[src/sv/ckd_pkg.sv]
// Package for the chord keyboard decoder: button bits, key info type,
// chord id, code ROM and char ROM functions. No dependencies.
`timescale 1ns / 1ps
`default_nettype none
package ckd_pkg;

  localparam logic [15:0] BTN_SELECT   = 16'h0001;
  localparam logic [15:0] BTN_START    = 16'h0008;
  localparam logic [15:0] BTN_UP       = 16'h0010;
  localparam logic [15:0] BTN_RIGHT    = 16'h0020;
  localparam logic [15:0] BTN_DOWN     = 16'h0040;
  localparam logic [15:0] BTN_LEFT     = 16'h0080;
  localparam logic [15:0] BTN_LTRIG    = 16'h0100;
  localparam logic [15:0] BTN_RTRIG    = 16'h0200;
  localparam logic [15:0] BTN_TRIANGLE = 16'h1000;
  localparam logic [15:0] BTN_CIRCLE   = 16'h2000;
  localparam logic [15:0] BTN_CROSS    = 16'h4000;
  localparam logic [15:0] BTN_SQUARE   = 16'h8000;

  localparam logic [5:0] ID_TOGGLE_G1 = 6'd63;
  localparam logic [5:0] ID_TOGGLE_G2 = 6'd62;
  localparam logic [5:0] ID_TOGGLE_G3 = 6'd61;

  localparam logic [7:0] MOD_CTRL    = 8'd1;
  localparam logic [7:0] MOD_SHIFT   = 8'd2;
  localparam logic [7:0] MOD_ALT     = 8'd4;
  localparam logic [7:0] MOD_SPECIAL = 8'd8;

  localparam int ROM_LEN = 43;

  // Register indexes on the configuration port
  localparam logic REG_REPEAT_RATE  = 1'b0;
  localparam logic REG_REPEAT_DELAY = 1'b1;

  typedef struct packed {
    logic       found;
    logic [5:0] id;
    logic [1:0] grp;
    logic [7:0] mods;
  } key_info_t;

  localparam logic [7:0] CODE_G0 [ROM_LEN] = '{
    8'd0, 8'd8, 8'd32, 8'd66, 8'd89, 8'd71, 8'd219, 8'd222, 8'd188, 8'd70, 8'd79,
    8'd85, 8'd88, 8'd86, 8'd192, 8'd74, 8'd76, 8'd68, 8'd77, 8'd90, 8'd221, 8'd220,
    8'd81, 8'd80, 8'd83, 8'd84, 8'd67, 8'd186, 8'd87, 8'd75, 8'd82, 8'd69, 8'd65,
    8'd190, 8'd189, 8'd191, 8'd72, 8'd78, 8'd73, 8'd13, 8'd27, 8'd20, 8'd93};
  localparam logic [7:0] CODE_G1 [ROM_LEN] = '{
    8'd0, 8'd8, 8'd32, 8'd112, 8'd113, 8'd119, 8'd219, 8'd186, 8'd188, 8'd114,
    8'd115, 8'd116, 8'd111, 8'd123, 8'd192, 8'd120, 8'd117, 8'd118, 8'd121, 8'd122,
    8'd221, 8'd0, 8'd106, 8'd48, 8'd49, 8'd50, 8'd57, 8'd186, 8'd107, 8'd109,
    8'd51, 8'd52, 8'd53, 8'd190, 8'd189, 8'd0, 8'd56, 8'd54, 8'd55, 8'd13, 8'd27,
    8'd20, 8'd93};
  localparam logic [7:0] CODE_G2 [ROM_LEN] = '{
    8'd0, 8'd40, 8'd13, 8'd37, 8'd36, 8'd45, 8'd0, 8'd0, 8'd0, 8'd35, 8'd38, 8'd33,
    8'd19, 8'd16, 8'd0, 8'd46, 8'd34, 8'd39, 8'd107, 8'd106, 8'd0, 8'd0, 8'd145,
    8'd109, 8'd27, 8'd91, 8'd93, 8'd0, 8'd144, 8'd0, 8'd17, 8'd16, 8'd18, 8'd0,
    8'd0, 8'd0, 8'd9, 8'd92, 8'd20, 8'd13, 8'd27, 8'd20, 8'd8};

  localparam logic [6:0] DIGIT_SHIFTED [10] = '{
    7'd41, 7'd33, 7'd64, 7'd35, 7'd36, 7'd37, 7'd94, 7'd38, 7'd42, 7'd40};

  function automatic logic [7:0] code_rom(input logic [1:0] grp, input logic [5:0] id);
    logic [7:0] v;
    v = 8'd0;
    if (id < 6'(ROM_LEN)) begin
      case (grp)
        2'd0: v = CODE_G0[id];
        2'd1: v = CODE_G1[id];
        2'd2: v = CODE_G2[id];
        default: v = 8'd0;
      endcase
    end
    return v;
  endfunction

  function automatic logic [6:0] char_rom(input logic [7:0] code, input logic [7:0] m);
    logic [6:0] c;
    logic [7:0] dig;
    c = 7'd0;
    dig = code - 8'd48;
    if (m >= 8'd4) begin
      c = 7'd0;
    end else if (code >= 8'd65 && code <= 8'd90) begin
      if (m == 8'd0) c = 7'(code + 8'd32);
      else if (m == MOD_SHIFT) c = code[6:0];
      else if (m == MOD_CTRL && code == 8'd90) c = 7'd26;
    end else if (code >= 8'd48 && code <= 8'd57) begin
      if (m == 8'd0) c = code[6:0];
      else if (m == MOD_SHIFT) c = DIGIT_SHIFTED[dig[3:0]];
    end else if (m == 8'd0) begin
      case (code)
        8'd8, 8'd13, 8'd27, 8'd32: c = code[6:0];
        8'd219: c = 7'd91;
        8'd222: c = 7'd39;
        8'd188: c = 7'd44;
        8'd192: c = 7'd96;
        8'd221: c = 7'd93;
        8'd220: c = 7'd92;
        8'd186: c = 7'd59;
        8'd190: c = 7'd46;
        8'd189: c = 7'd45;
        8'd191: c = 7'd47;
        default: c = 7'd0;
      endcase
    end else if (m == MOD_SHIFT) begin
      case (code)
        8'd219: c = 7'd123;
        8'd222: c = 7'd34;
        8'd188: c = 7'd60;
        8'd192: c = 7'd126;
        8'd221: c = 7'd125;
        8'd220: c = 7'd124;
        8'd186: c = 7'd58;
        8'd190: c = 7'd62;
        8'd189: c = 7'd95;
        8'd191: c = 7'd63;
        default: c = 7'd0;
      endcase
    end
    return c;
  endfunction

  function automatic logic [5:0] chord_id(input logic [15:0] first, input logic [15:0] second);
    logic [5:0] base;
    logic [5:0] tgl;
    logic [5:0] r;
    base = 6'd0;
    tgl = 6'd0;
    r = 6'd0;
    case (first)
      BTN_LTRIG:    r = 6'd41;
      BTN_RTRIG:    r = 6'd42;
      BTN_START:    r = 6'd39;
      BTN_SELECT:   r = 6'd40;
      BTN_DOWN:     r = 6'd1;
      BTN_CROSS:    r = 6'd2;
      BTN_LEFT:     begin base = 6'd3;  tgl = 6'd63; end
      BTN_UP:       begin base = 6'd9;  tgl = 6'd62; end
      BTN_RIGHT:    begin base = 6'd15; tgl = 6'd61; end
      BTN_SQUARE:   begin base = 6'd21; tgl = 6'd60; end
      BTN_TRIANGLE: begin base = 6'd27; tgl = 6'd59; end
      BTN_CIRCLE:   begin base = 6'd33; tgl = 6'd58; end
      default:      r = 6'd0;
    endcase
    if (base != 6'd0) begin
      case (second)
        BTN_DOWN, BTN_CROSS: r = tgl;
        BTN_LEFT:     r = base;
        BTN_UP:       r = base + 6'd1;
        BTN_RIGHT:    r = base + 6'd2;
        BTN_SQUARE:   r = base + 6'd3;
        BTN_TRIANGLE: r = base + 6'd4;
        BTN_CIRCLE:   r = base + 6'd5;
        default:      r = 6'd0;
      endcase
    end
    return r;
  endfunction

endpackage
`default_nettype wire

[src/sv/ckd_state.sv]
// Chord state tracker: holds press history, modifiers, group and repeat
// counters, and decodes each sample into key info. Uses ckd_pkg.
`timescale 1ns / 1ps
`default_nettype none
module ckd_state (
  input  wire logic               clk,
  input  wire logic               rst_n,
  input  wire logic               step,
  input  wire logic [15:0]        buttons,
  input  wire logic [7:0]         repeat_rate,
  input  wire logic [7:0]         repeat_delay,
  output ckd_pkg::key_info_t      info
);

  logic [15:0] prev_r, prev_nxt, pend_r, pend_nxt;
  logic [7:0]  mod_r, mod_nxt, lmod_r, lmod_nxt, thr_r, thr_nxt;
  logic [1:0]  grp_r, grp_nxt, lgrp_r, lgrp_nxt;
  logic [5:0]  lid_r, lid_nxt;
  logic        zs_r, zs_nxt;
  logic [9:0]  rc_r, rc_nxt;

  logic        found;
  logic [5:0]  id;
  logic [3:0]  add;
  logic [8:0]  sum;
  logic [5:0]  tid;
  logic [1:0]  target;

  always_comb begin
    prev_nxt = buttons;
    pend_nxt = pend_r;
    mod_nxt  = mod_r;
    grp_nxt  = grp_r;
    thr_nxt  = thr_r;
    rc_nxt   = rc_r;
    zs_nxt   = zs_r;
    lid_nxt  = lid_r;
    lgrp_nxt = lgrp_r;
    lmod_nxt = lmod_r;
    found    = 1'b0;
    id       = 6'd0;
    add      = 4'd0;
    sum      = 9'd0;
    tid      = 6'd0;
    target   = 2'd0;

    if (buttons == 16'd0) begin
      zs_nxt  = 1'b1;
      thr_nxt = repeat_delay;
      rc_nxt  = 10'd0;
    end
    if (buttons == prev_r) begin
      if (!zs_nxt) begin
        rc_nxt = rc_r + 10'd1;
        if (rc_nxt > 10'({1'b0, thr_r} + {1'b0, repeat_rate})) begin
          thr_nxt = 8'd0;
          rc_nxt  = 10'd0;
          id      = lid_r;
          grp_nxt = lgrp_r;
          mod_nxt = lmod_r;
          found   = 1'b1;
        end
      end
    end else if (buttons != 16'd0) begin
      if (prev_r != 16'd0) begin
        // extra press while holding: accumulate a modifier, saturating
        if ((prev_r & buttons) != buttons) begin
          case (prev_r ^ buttons)
            ckd_pkg::BTN_DOWN, ckd_pkg::BTN_CROSS:     add = ckd_pkg::MOD_SPECIAL[3:0];
            ckd_pkg::BTN_RIGHT, ckd_pkg::BTN_CIRCLE:   add = ckd_pkg::MOD_ALT[3:0];
            ckd_pkg::BTN_SQUARE, ckd_pkg::BTN_LEFT:    add = ckd_pkg::MOD_CTRL[3:0];
            ckd_pkg::BTN_TRIANGLE, ckd_pkg::BTN_UP:    add = ckd_pkg::MOD_SHIFT[3:0];
            default: add = 4'd0;
          endcase
        end
        sum = {1'b0, mod_r} + {5'd0, add};
        mod_nxt = sum[8] ? 8'hFF : sum[7:0];
        tid = ckd_pkg::chord_id(prev_r, buttons & ~prev_r);
        case (tid)
          ckd_pkg::ID_TOGGLE_G1: target = 2'd1;
          ckd_pkg::ID_TOGGLE_G2: target = 2'd2;
          ckd_pkg::ID_TOGGLE_G3: target = 2'd3;
          default: target = 2'd0;
        endcase
        if (mod_nxt != 8'd0 && target != 2'd0) begin
          grp_nxt  = (grp_r == target) ? 2'd0 : target;
          mod_nxt  = 8'd0;
          pend_nxt = 16'd0;
        end
      end else if (pend_r != 16'd0) begin
        id    = ckd_pkg::chord_id(pend_r, buttons);
        found = 1'b1;
      end else begin
        id = ckd_pkg::chord_id(buttons, 16'd0);
        if (id != 6'd0) found = 1'b1;
        else pend_nxt = buttons;
      end
    end else begin
      thr_nxt = repeat_delay;
    end

    info.found = found;
    info.id    = id;
    info.grp   = grp_nxt;
    info.mods  = mod_nxt;

    if (found) begin
      zs_nxt   = 1'b0;
      lid_nxt  = id;
      lgrp_nxt = grp_nxt;
      lmod_nxt = mod_nxt;
      pend_nxt = 16'd0;
      mod_nxt  = 8'd0;
    end
  end

  always_ff @(posedge clk) begin
    if (!rst_n) begin
      prev_r <= 16'd0;
      pend_r <= 16'd0;
      mod_r  <= 8'd0;
      grp_r  <= 2'd0;
      lid_r  <= 6'd0;
      lgrp_r <= 2'd0;
      lmod_r <= 8'd0;
      zs_r   <= 1'b0;
      thr_r  <= 8'd16;
      rc_r   <= 10'd0;
    end else if (step) begin
      prev_r <= prev_nxt;
      pend_r <= pend_nxt;
      mod_r  <= mod_nxt;
      grp_r  <= grp_nxt;
      lid_r  <= lid_nxt;
      lgrp_r <= lgrp_nxt;
      lmod_r <= lmod_nxt;
      zs_r   <= zs_nxt;
      thr_r  <= thr_nxt;
      rc_r   <= rc_nxt;
    end
  end

endmodule
`default_nettype wire

[src/sv/chord_keyboard_decoder.sv]
// Top level of the chord keyboard decoder: stream ports, APB registers,
// code ROM read stage and output register. Uses ckd_pkg and ckd_state.
`timescale 1ns / 1ps
`default_nettype none
// Each input transaction carries one 16-bit pad button mask and yields
// exactly one result transaction. The block accepts one sample per clock
// unless a stalled output finds the ROM stage full. The chord state is
// updated and the code ROM is read (registered) first; the character is
// then derived and held in the output register. A stalled output holds
// the pipeline; while the ROM stage is free, a new sample is still taken.
// A repeated key is rebuilt from the stored key id, group and modifier,
// which name the same code ROM entry as the original press. Registers:
// repeat_rate at 0x0 (reset 2) and repeat_delay at 0x4 (reset 16); a new
// delay takes effect at the next all-released sample. Write the registers
// only while the block is idle.
module chord_keyboard_decoder (
  input  wire logic        clk,
  input  wire logic        rst_n,
  input  wire logic        in_tvalid,
  output      logic        in_tready,
  input  wire logic [15:0] in_tdata,   // buttons[15:0]
  output      logic        out_tvalid,
  input  wire logic        out_tready,
  // key_id[5:0], key_code[13:6], key_char[20:14], key_group[22:21],
  // modifiers[30:23], zero [31]
  output      logic [31:0] out_tdata,
  output      logic        out_tuser,  // key_found
  input  wire logic        cfg_psel,
  input  wire logic        cfg_penable,
  input  wire logic        cfg_pwrite,
  input  wire logic [2:0]  cfg_paddr,
  input  wire logic [31:0] cfg_pwdata,
  output      logic [31:0] cfg_prdata,
  output      logic        cfg_pready
);

  logic [7:0] rate_r, delay_r;
  logic       cfg_wr;

  assign cfg_pready = 1'b1;
  assign cfg_wr = cfg_psel && cfg_penable && cfg_pwrite;

  always_ff @(posedge clk) begin
    if (!rst_n) begin
      rate_r  <= 8'd2;
      delay_r <= 8'd16;
    end else if (cfg_wr) begin
      case (cfg_paddr[2])
        ckd_pkg::REG_REPEAT_RATE:  rate_r  <= cfg_pwdata[7:0];
        ckd_pkg::REG_REPEAT_DELAY: delay_r <= cfg_pwdata[7:0];
        default: ;
      endcase
    end
  end

  always_comb begin
    case (cfg_paddr[2])
      ckd_pkg::REG_REPEAT_RATE:  cfg_prdata = {24'd0, rate_r};
      ckd_pkg::REG_REPEAT_DELAY: cfg_prdata = {24'd0, delay_r};
      default: cfg_prdata = 32'd0;
    endcase
  end

  // Pipeline control: advance the output register when it is empty or taken
  logic adv, in_acc, rom_v_r;
  assign adv       = !out_tvalid || out_tready;
  assign in_tready = adv || !rom_v_r;
  assign in_acc    = in_tvalid && in_tready;

  ckd_pkg::key_info_t info, info_r;

  ckd_state u_state (
    .clk          (clk),
    .rst_n        (rst_n),
    .step         (in_acc),
    .buttons      (in_tdata),
    .repeat_rate  (rate_r),
    .repeat_delay (delay_r),
    .info         (info)
  );

  // Code ROM: registered read addressed by group and chord id
  logic [7:0] code_r;
  always_ff @(posedge clk) begin
    if (in_acc) begin
      code_r <= ckd_pkg::code_rom(info.grp, info.id);
      info_r <= info;
    end
  end

  always_ff @(posedge clk) begin
    if (!rst_n) begin
      rom_v_r    <= 1'b0;
      out_tvalid <= 1'b0;
    end else begin
      if (in_acc) rom_v_r <= 1'b1;
      else if (adv) rom_v_r <= 1'b0;
      if (adv) out_tvalid <= rom_v_r;
    end
  end

  // Output register: the character follows from the code and the modifier
  always_ff @(posedge clk) begin
    if (adv && rom_v_r) begin
      out_tuser <= info_r.found;
      out_tdata <= {1'b0, info_r.mods, info_r.grp,
                    ckd_pkg::char_rom(code_r, info_r.mods), code_r, info_r.id};
    end
  end

endmodule
`default_nettype wire

[config.mk]
export PLATFORM = sky130hd
export DESIGN_NAME = chord_keyboard_decoder
export DESIGN_NICKNAME = d
export VERILOG_FILES = /design/src/sv/ckd_pkg.sv /design/src/sv/ckd_state.sv /design/src/sv/chord_keyboard_decoder.sv
export SDC_FILE = /design/constraint.sdc
export NUM_CORES = 1
export LEC_CHECK = 0
export BUFFER_PORTS_ARGS = -buffer_cell sky130_fd_sc_hd__buf_2
export CORE_MARGIN = 5
export CORE_UTILIZATION = 35
export CTS_CLUSTER_DIAMETER = 40
export CTS_CLUSTER_SIZE = 10
export DETAILED_ROUTE_END_ITERATION = 8
export PLACE_DENSITY = 0.57
export SYNTH_ARGS = -nofsm -noshare
export SYNTH_HDL_FRONTEND = slang
export SYNTH_SLANG_ARGS = --single-unit
[constraint.sdc]
create_clock -name clk -period 8.62 [get_ports clk]
set_input_delay 1.724 -clock clk [delete_from_list [all_inputs] [get_ports clk]]
set_output_delay 1.724 -clock clk [all_outputs]
set_load 0.05 [all_outputs]
Yosys cells after proc, flatten, opt, wreduce, memory -nomap -nowiden
Memory sizes are Yosys's and may differ from the RTL's.
Index checks and enable logic that the tools add are counted.
Widths: inputs -> output; s select.
{"block": "word_totals", "ff_bits": 152, "rom_bits": 1648, "inputBits": 58, "out_inout_bits": 68, "word_cells": 284, "n_memories": 4}
{"block": "op_classes", "add_sub_neg": 15, "magnitude_cmp": 9, "n_eq_ne": 81, "n_mux": 109, "bitwise": 7, "reduce_logical": 37}
{"memory": "(no name shown)", "depth": 64, "word_bits": 8, "rd": 1, "rd_ports_with_merged_regs": 0, "wr": 0, "line_no": "ckd_pkg.sv:69", "text": "2'd2: v = CODE_G2[id];"}
{"memory": "(no name shown)", "depth": 64, "word_bits": 8, "rd": 1, "rd_ports_with_merged_regs": 0, "wr": 0, "line_no": "ckd_pkg.sv:68", "text": "2'd1: v = CODE_G1[id];"}
{"memory": "(no name shown)", "depth": 64, "word_bits": 8, "rd": 1, "rd_ports_with_merged_regs": 0, "wr": 0, "line_no": "ckd_pkg.sv:67", "text": "2'd0: v = CODE_G0[id];"}
{"memory": "(no name shown)", "depth": 16, "word_bits": 7, "rd": 1, "rd_ports_with_merged_regs": 0, "wr": 0, "line_no": "ckd_pkg.sv:89", "text": "else if (m == MOD_SHIFT) c = DIGIT_SHIFTED[dig[3:0]];"}
{"op": "$pmux 6 s6", "count": 8}
{"op": "$mux 6", "count": 27}
{"op": "$mux 8", "count": 19}
{"op": "$mux 16", "count": 7}
{"op": "$pmux 6 s7", "count": 2}
{"op": "$eq 16x13->1 const B", "count": 5}
{"op": "$eq 16x14->1 const B", "count": 5}
{"op": "$eq 16x15->1 const B", "count": 5}
{"op": "$eq 16x16->1 const B", "count": 5}
{"op": "$eq 16x5->1 const B", "count": 5}
{"op": "$eq 16x6->1 const B", "count": 5}
{"op": "$eq 16x7->1 const B", "count": 5}
{"op": "$eq 16x8->1 const B", "count": 5}
{"op": "$eq 8x8->1 const B", "count": 10}
{"op": "$pmux 7 s11", "count": 1}
{"op": "$mux 7", "count": 10}
{"op": "$pmux 7 s10", "count": 1}
{"op": "$pmux 32 s2", "count": 1}
{"op": "$eq 16x1->1 const B", "count": 3}
{"op": "$eq 16x10->1 const B", "count": 3}
{"op": "$eq 16x4->1 const B", "count": 3}
{"op": "$eq 16x9->1 const B", "count": 3}
{"op": "$reduce_bool 16->1", "count": 3}
{"op": "$mux 10", "count": 4}
{"op": "58 further kinds", "count": 113}

Longest topological paths before layout
Gate-level depths: netlist of the first run.
{"block": "depth", "ltp_word": 24, "depth_mapped": 26, "ltp_nobuf": 25}

Modules after synthesis
Synthesis of the first run repeated with hierarchy kept, for this count alone.
{"block": "hier_totals", "cells_unflattened": 1538, "hier_area_um2": 12628.4}
{"mod": "ckd_state", "instances": 1, "cells_each": 923, "area_per_inst_um2": 7226.9, "seq_area_each_um2": 1541.5}
{"mod": "chord_keyboard_decoder", "instances": 1, "cells_each": 615, "area_per_inst_um2": 5401.4, "seq_area_each_um2": 2072.0}

Least setup slack after synthesis of the first run
No wires, ideal clock.
{"block": "synth_path", "path_kind": "input -> register", "from": "in in_tdata[7]", "to": "reg code_r[3], data pin", "setup_ps": 155, "arrival_time_ps": 6209, "required_ps": 8465, "slack_ps": 2256, "cell_stages": 23, "path_buffers": 1, "path_cell_list": "ha_1 -> clkbuf_1 -> nor3_1 -> nor3b_1 -> nand2_1 -> o21ai_0 -> or3_1 -> nor3_1 -> ha_1 -> inv_1 -> fa_1 -> nor2b_1 -> o21ai_0 -> a21oi_1 -> or3_1 -> a211oi_1 -> a21oi_1 -> o2111ai_1 -> nor2_1 -> o31ai_2 -> o21bai_1 -> or3_1 -> a31oi_1"}
{"block": "synth_via", "elab_chain_cells": 21}
{"item": "from (decl)", "line_no": "chord_keyboard_decoder.sv:21", "text": "input wire logic [15:0] in_tdata,"}
{"item": "$eq 16x14->1 (tied with other cells)"}
{"item": "$pmux 6 s6 (tied with other cells)", "line_no": "ckd_pkg.sv:130", "text": "case (first)"}
{"item": "$mux 6 / $reduce_or 2->1 (equally long branches)", "line_no": "ckd_state.sv:90, ckd_pkg.sv:146"}
{"item": "$mux 6 / $pmux 6 s7 (equally long branches)", "line_no": "ckd_state.sv:65, ckd_pkg.sv:146"}
{"item": "$mux 6 (on tied branches)", "line_no": "ckd_state.sv:64, ckd_pkg.sv:145"}
{"item": "$mux 6 (on tied branches)", "line_no": "ckd_state.sv:52, ckd_state.sv:65"}
{"item": "$reduce_bool 6->1 / $mux 6 (equally long branches)", "line_no": "ckd_pkg.sv:145, ckd_state.sv:64"}
{"item": "$mux 6 (on tied branches)", "line_no": "ckd_pkg.sv:145, ckd_state.sv:52"}
{"item": "[4 not listed]"}
{"item": "$mux 6 / $mux 2 (equally long branches)", "line_no": "ckd_state.sv:90, ckd_state.sv:52"}
{"item": "$mux 6 (tied with other cells)", "line_no": "ckd_state.sv:65", "text": "if (prev_r != 16'd0) begin"}
{"item": "$mux 6 (tied with other cells)", "line_no": "ckd_state.sv:64", "text": "end else if (buttons != 16'd0) begin"}
{"item": "$mux 6 / $mux 2 (equally long branches)", "line_no": "ckd_state.sv:52, ckd_state.sv:85"}
{"item": "$not 6->7 (implied by the code) / $mux 2 (equally long branches)"}
{"item": "$mem_v2 64x8 (tied with other cells)"}
{"item": "$mux 8 (implied by the code) (tied with other cells) (2 in a row)", "line_no": "ckd_pkg.sv:69"}
{"item": "$pmux 8 s3", "line_no": "ckd_pkg.sv:66", "text": "case (grp)"}
{"item": "to (signal assigned)", "line_no": "chord_keyboard_decoder.sv:86", "text": "code_r <= ckd_pkg::code_rom(info.grp, info.id);"}
{"item": "to (decl)", "line_no": "chord_keyboard_decoder.sv:83", "text": "logic [7:0] code_r;"}
Several ways; a longest one is shown, not always the timed one. The select of a mux whose other input is x is not followed.
A chain may end at the register's enable or synchronous reset.

Final worst setup path of the first run
{"block": "layout_path", "from": "in in_tdata[15]", "to": "reg code_r[3], data pin"}
The elaborated chain is that of the path after synthesis.

==> flow_metrics.tcl, run 1 <==
set metrics [dict create \
    outcome "finished clean" \
    drc 0 \
    fin_crit_ps 7280 \
    rsz0062_at_grt "no" \
    maxCapViolCount 0 \
    vdd_ir_drop_max_uv 153 \
    wl_per_cell_um 19.4 \
    worst_skew_pair.late_latency_ps 460 \
    pin_count 126 \
    post_cts_resize_count 0 \
    die_h_um 206 \
    cts_tree "built" \
    hold_buffers 0 \
    drive_gt1_share_pct 10.5 \
    viasPerCell 5.90 \
    worst-path-max-fanout 14 \
    cts_setup_buffers 0 \
    hp-class "reg -> reg" \
    wirelength_um 44200 \
    synth-edff-count 57 \
    diodes 0 \
    drtIter0Drc 1463 \
    power.switching_mw 0.583 \
    io_buffers 73 \
    clkPwrFrac_pct 40.7 \
    synth_largest_type_area_fraction_pct 14.2 \
    nets 1880 \
    p_seq_share_pct 43.8 \
    dieArea_um2 42400 \
    netlist_instances 1741 \
    grt_usage_pct 20.5 \
    cts-root-buf "clkbuf_16" \
    ant_nets 0 \
    grt_overflow_total 0 \
    cp.required_ps 8890 \
    die_w_um 206 \
    synth_seq_cells 152 \
    synth_common_cells "221 x nand2_1, 125 x nor2_1, 100 x a21oi_1" \
    relSlewSlack_pct 22.6 \
    gp_congestion 0.962 \
    row_count 71 \
    grt_pass1_wl_um 70100 \
    grt_max_degree 96 \
    cts_buffer_depth 2 \
    fin_cells 2280 \
    synth_top_area_cell "dfxtp_1" \
    p_leak_nw 5.55 \
    setup-tns-final_ps 0 \
    grt_pass1_vias 12665 \
    synth.area.top_cells "dfxtp_1 14%, edfxtp_1 13%, nand2_1 6.2%, ha_1 5.8%, a21oi_1 3.7%" \
    setup_viol 0 \
    fin_util_pct 38.9 \
    end_kind "flop" \
    async_reset_ff_share_pct 0 \
    crit_arrival_ps 7550 \
    power.internal_mw 1.23 \
    dp_hpwl_um 32400 \
    skew_ps 12.2 \
    cts_sinks 152 \
    crit_type "in -> reg" \
    p_per_area_nw_per_um2 123 \
    core_area_um2 37800 \
    seq_area_frac_synth_pct 26.9 \
    vias 13448 \
    finalHoldViolCount 0 \
    cts_buffers 17 \
    synth_cell_types 96 \
    tightest_slew_ps 1160 \
    finalCritPeriodShare_pct 84.4 \
    yosysWarnings 0 \
    synth_ff_type "dfxtp_1" \
    synth_most_common_cell "nand2_1" \
    drv_slew 0 \
    dr.pass1.iters 6 \
    syn-cell-area_um2 13400 \
    p_sw_share_pct 32.2 \
    power_frac_comb_pct 15.6 \
    h-tree-depth 4 \
    initial_core_util_pct 35.6 \
    fillerInstances 3852 \
    synth.avg_cell_area_um2 7.71 \
    antenna_found_initial 0 \
    clkTransAtPathRegs_ps 70 \
    cp-start-kind "input port" \
    dp_cells 2248 \
    max_freq_mhz 137 \
    syn2layout_area_growth_pct 9.39 \
]
-- placed cells by master, fill, tap and decap left out, types with 21 or more instances in the layout --
| master | count |
|---|---|
| nand4_1 | 29 |
| buf_2 | 73 |
| a21oi_1 | 99 |
| a21boi_0 | 58 |
| o21ai_0 | 78 |
| a21o_1 | 22 |
| or3_1 | 21 |
| nor3_1 | 53 |
| ha_1 | 62 |
| nand3_1 | 85 |
| dfxtp_1 | 95 |
| nand2_1 | 221 |
| edfxtp_1 | 57 |
| buf_4 | 24 |
| nor2b_1 | 40 |
| inv_1 | 61 |
| nor2_1 | 125 |
| and2_1 | 25 |
| nor4_1 | 32 |
| conb_1 | 26 |
| xnor2_1 | 27 |
| and3_1 | 21 |
| mux2i_1 | 30 |
| a22oi_1 | 23 |
-- through the flow --
stage | setup WS, ps | power [mW] | hold WS [ps] | area, um^2
after floorplan | 2260 | 1.02 | 400 | 13500
after global placement | 1100 | 1.09 | 405 | 14100
after detailed placement | 1030 | 1.09 | 405 | 14100
after CTS | 1510 | 1.82 | 420 | 14700
after global routing | 866 | 1.88 | 432 | 14700
final | 1340 | 1.81 | 419 | 14700
-- sequential cells by signal, indices dropped and copies added (netlist names), 6 cells and up --
| register | count |
|---|---|
| u_state.rc_r | 10 |
| u_state.pend_r | 16 |
| u_state.lmod_r | 8 |
| rate_r | 8 |
| u_state.lid_r | 6 |
| u_state.prev_r | 16 |
| u_state.mod_r | 8 |
| out_tdata | 31 |
| code_r | 8 |
| u_state.thr_r | 8 |
| delay_r | 8 |
| info_r | 17 |
-- per-layer routing --
metal / GRT usage, % / vias up / wire length, um
met2: 34.0 / 516 / 20800
met1: 27.6 / 6378 / 19700
met5: 0 / - / 0
li1: - / 6470 / -
met4: 6.39 / 0 / 1090
met3: 2.99 / 84 / 2660
-- power by group through the flow --
stage                     sequential [mW]  clock, mW  combinational [mW]
final                               0.793      0.736               0.282
after global routing                0.796      0.782               0.306
after CTS                           0.792      0.752               0.280
after detailed placement            0.809          0               0.279
after global placement              0.809          0               0.277
after floorplan                     0.816          0               0.204
-- worst paths after layout --
path | from | to | slack, ps | cells after the start
setup reg to reg | rate_r[1]$_SDFFE_PN1P_ | code_r[1]$_SDFFCE_PP0P_ | 1940 | 25
hold reg to reg | info_r[14]$_DFFE_PP_ | out_tdata[4]$_DFFE_PP_ | 420 | 0
setup / recovery | in_tdata[15] | code_r[3]$_SDFFCE_PP0P_ | 1340 | 23
hold / removal | info_r[14]$_DFFE_PP_ | out_tdata[4]$_DFFE_PP_ | 420 | 0
-- area by class of cell --
class / count / area, um^2 / share of cell area, %
sequential: 152 / 3610 / 24.6
timing repair buffer: 97 / 546 / 3.72
inverter: 65 / 244 / 1.66
tap: 511 / 639 / 4.35
clock inverter: 15 / 139 / 0.946
multi-input combinational: 1423 / 9080 / 61.8
clock buffer: 17 / 425 / 2.90
-- logic make-up after synthesis --
family,after synthesis,share of synthesized area [%]
AND/OR/NAND/NOR,755,28.9
AO/OA/AOI/OAI,492,25.5
buffers and inverters,190,6.32
flip-flops,152,26.9
adder cells (fa/ha/maj),67,6.45
XOR/XNOR,44,2.87
multiplexers,39,2.99
other,2,0.0559
-- worst max-delay path, stage by stage --
cell and delay, ps:
buf_2 170, ha_1 310, nor4_1 540, nand3b_1 360, o21ai_0 360, or3_1 170
nor3_1 70, ha_1 200, inv_1 70, fa_1 200, nor2b_1 50, o21ai_0 360
a21oi_1 240, or3_1 420, a211oi_1 320, nor2_1 110, o211ai_1 140, o41a_1 210
o21ai_2 70, buf_4 190, nor3_1 720, nand3_1 200, a31oi_1 320
(Power assumes the default switching activity.)
==> run 2, diff against run 1 <==
--- a/config.mk
+++ b/config.mk
@@ -11,7 +11,7 @@
 export CTS_CLUSTER_DIAMETER = 40
 export CTS_CLUSTER_SIZE = 10
 export DETAILED_ROUTE_END_ITERATION = 8
-export PLACE_DENSITY = 0.57
+export PLACE_DENSITY = 0.59
 export SYNTH_ARGS = -nofsm -noshare
 export SYNTH_HDL_FRONTEND = slang
 export SYNTH_SLANG_ARGS = --single-unit
==> constraint.sdc (replaced) <==
create_clock -name clk -period 6.2 [get_ports clk]
set_input_delay 1.24 -clock clk [delete_from_list [all_inputs] [get_ports clk]]
set_output_delay 1.24 -clock clk [all_outputs]
set_load 0.05 [all_outputs]
==> run 2 against run 1 <==
First-iteration DRC count down 9.9%. Sequential cell count unchanged. Die area unchanged. Largest cell class unchanged. Largest power group is now clock. Highest routed layer unchanged.
==> flow_metrics.tcl, run 2 (synthesized netlist as in run 1, its figures left out) <==
set metrics [dict create \
    relSlewSlack_pct 23.4 \
    die_h_um 206 \
    finalHoldViolCount 0 \
    fin_util_pct 40.9 \
    fin_crit_ps 5840 \
    dieArea_um2 42400 \
    wirelength_um 46100 \
    drtIter0Drc 1318 \
    r2r_slack_ps 360 \
    cts_tree "built" \
    syn2layout_area_growth_pct 15.1 \
    regToRegEndpoint "code_r[1]$_SDFFCE_PP0P_" \
    antenna_found_initial 0 \
    diodes 0 \
    min_from "info_r[12]$_DFFE_PP_" \
    p_leak_nw 6.01 \
    cts_buffers 17 \
    tightest_slew_ps 1150 \
    outcome "finished clean" \
    skew_ps 10.4 \
    vdd_ir_drop_max_uv 214 \
    worst_skew_pair.late_latency_ps 460 \
    grt_overflow_total 0 \
    maxCapViolCount 0 \
    dp_hpwl_um 34600 \
    grt_usage_pct 21.5 \
    grt_max_degree 96 \
    cts_setup_buffers 0 \
    die_w_um 206 \
    max_freq_mhz 171 \
    cts-root-buf "clkbuf_16" \
    h-tree-depth 4 \
    row_count 71 \
    crit_type "reg -> reg" \
    clkTransAtPathRegs_ps 60 \
    reg2reg_depth 24 \
    setup_viol 0 \
    cts_buffer_depth 2 \
    grt_pass1_wl_um 73300 \
    rr_startpoint "rate_r[1]$_SDFFE_PN1P_" \
    grt_pass1_vias 13272 \
    postPlaceCellArea_um2 14800 \
    drv_slew 0 \
    core_area_um2 37800 \
    cp.required_ps 6480 \
    post_cts_resize_count 0 \
    finalCritPeriodShare_pct 94.3 \
    wl_per_cell_um 19.5 \
    hold_buffers 0 \
    hp-class "reg -> reg" \
    final_common_cell "nand2_1" \
    drive_gt1_share_pct 14.9 \
    ant_nets 0 \
    vias 13993 \
    cp-start-kind "flop" \
    finalPower_mw 2.70 \
    drc 0 \
    nets 1966 \
    layout_common_cells "221 x nand2_1, 124 x nor2_1, 110 x buf_4" \
    initial_core_util_pct 35.6 \
    end_kind "flop" \
    top_regs "out_tdata (31), info_r (17)" \
    gp_congestion 1.01 \
    largest_register_ffs 31 \
    cts_sinks 152 \
    fillerInstances 3923 \
    hold_end "out_tdata[2]$_DFFE_PP_" \
    viasPerCell 5.91 \
    finalInstanceArea_um2 15400 \
    dr.pass1.iters 6 \
    largest-register "out_tdata" \
    io_buffers 73 \
    hold_path_depth 0 \
    p_per_area_nw_per_um2 175 \
    pin_count 126 \
    crit_arrival_ps 6120 \
    worst-path-max-fanout 12 \
]
-- run 2: how the worst max path moves through the flow --
stage                                      start                       to  slack, ps  cells after the start
after floorplan                      in_tdata[7]  code_r[3]$_SDFFCE_PP0P_        320                     23
after global placement               in_tdata[0]  code_r[5]$_SDFFCE_PP0P_        -20                     23
after detailed placement             in_tdata[5]  code_r[0]$_SDFFCE_PP0P_       -180                     24
after CTS                 rate_r[1]$_SDFFE_PN1P_  code_r[1]$_SDFFCE_PP0P_        190                     24
after global routing      rate_r[1]$_SDFFE_PN1P_  code_r[1]$_SDFFCE_PP0P_        -30                     24
final                     rate_r[1]$_SDFFE_PN1P_  code_r[1]$_SDFFCE_PP0P_        360                     24
-- run 2: cell type report --
cell class                      instances  area, um^2  share of cell area, %
Multi-Input combinational cell       1423        9110                   59.0
Timing Repair Buffer                  183        1190                   7.71
Clock inverter                         15         223                   1.44
Clock buffer                           17         425                   2.75
Sequential cell                       152        3610                   23.4
Tap cell                              511         639                   4.14
Inverter                               65         244                   1.58
-- run 2: per-layer routing --
layer	routed length (um)	global-route usage (%)	up-vias
met4	1540	8.44	0
met1	19900	28.1	6669
met3	3000	3.58	105
met2	21600	35.6	572
li1	-	-	6647
met5	0	0	-
-- run 2: worst max-delay path: stages (launching register included) --
cell       delay (ps)
dfxtp_1           430
ha_1              270
a21o_1            170
a21oi_1           220
o21bai_1           90
a21oi_1           240
o21bai_1          100
a21oi_1           180
xor2_1            180
ha_1              270
a22o_1            240
nor4_1            220
o221a_2           240
o31a_1            340
nand2b_1          180
nor2_1            150
a22oi_2           330
buf_4             260
ha_2              310
buf_4             170
nor4_1            340
a2111oi_2         110
o31ai_1           280
o31ai_1           130
o21ai_0           210
-- run 2: metrics by stage --
stage               worst slack [ps]  hold WS [ps]  instances  TNS, ps
floorplan                        320           400       1765        0
global placement               -23.4           403       2334    -30.3
detailed placement              -180           405       2334    -1110
CTS                              191           420       2366        0
global route                   -26.0           424       2366    -26.0
finish                           356           420       2366        0
-- run 2: report_power, final --
| group | internal, mW | switching [mW] | total, mW | leakage, nW |
|---|---|---|---|---|
| Sequential | 1.07 | 0.0342 | 1.10 | 1.33 |
| Combinational | 0.136 | 0.292 | 0.428 | 4.36 |
| Clock | 0.716 | 0.455 | 1.17 | 0.317 |
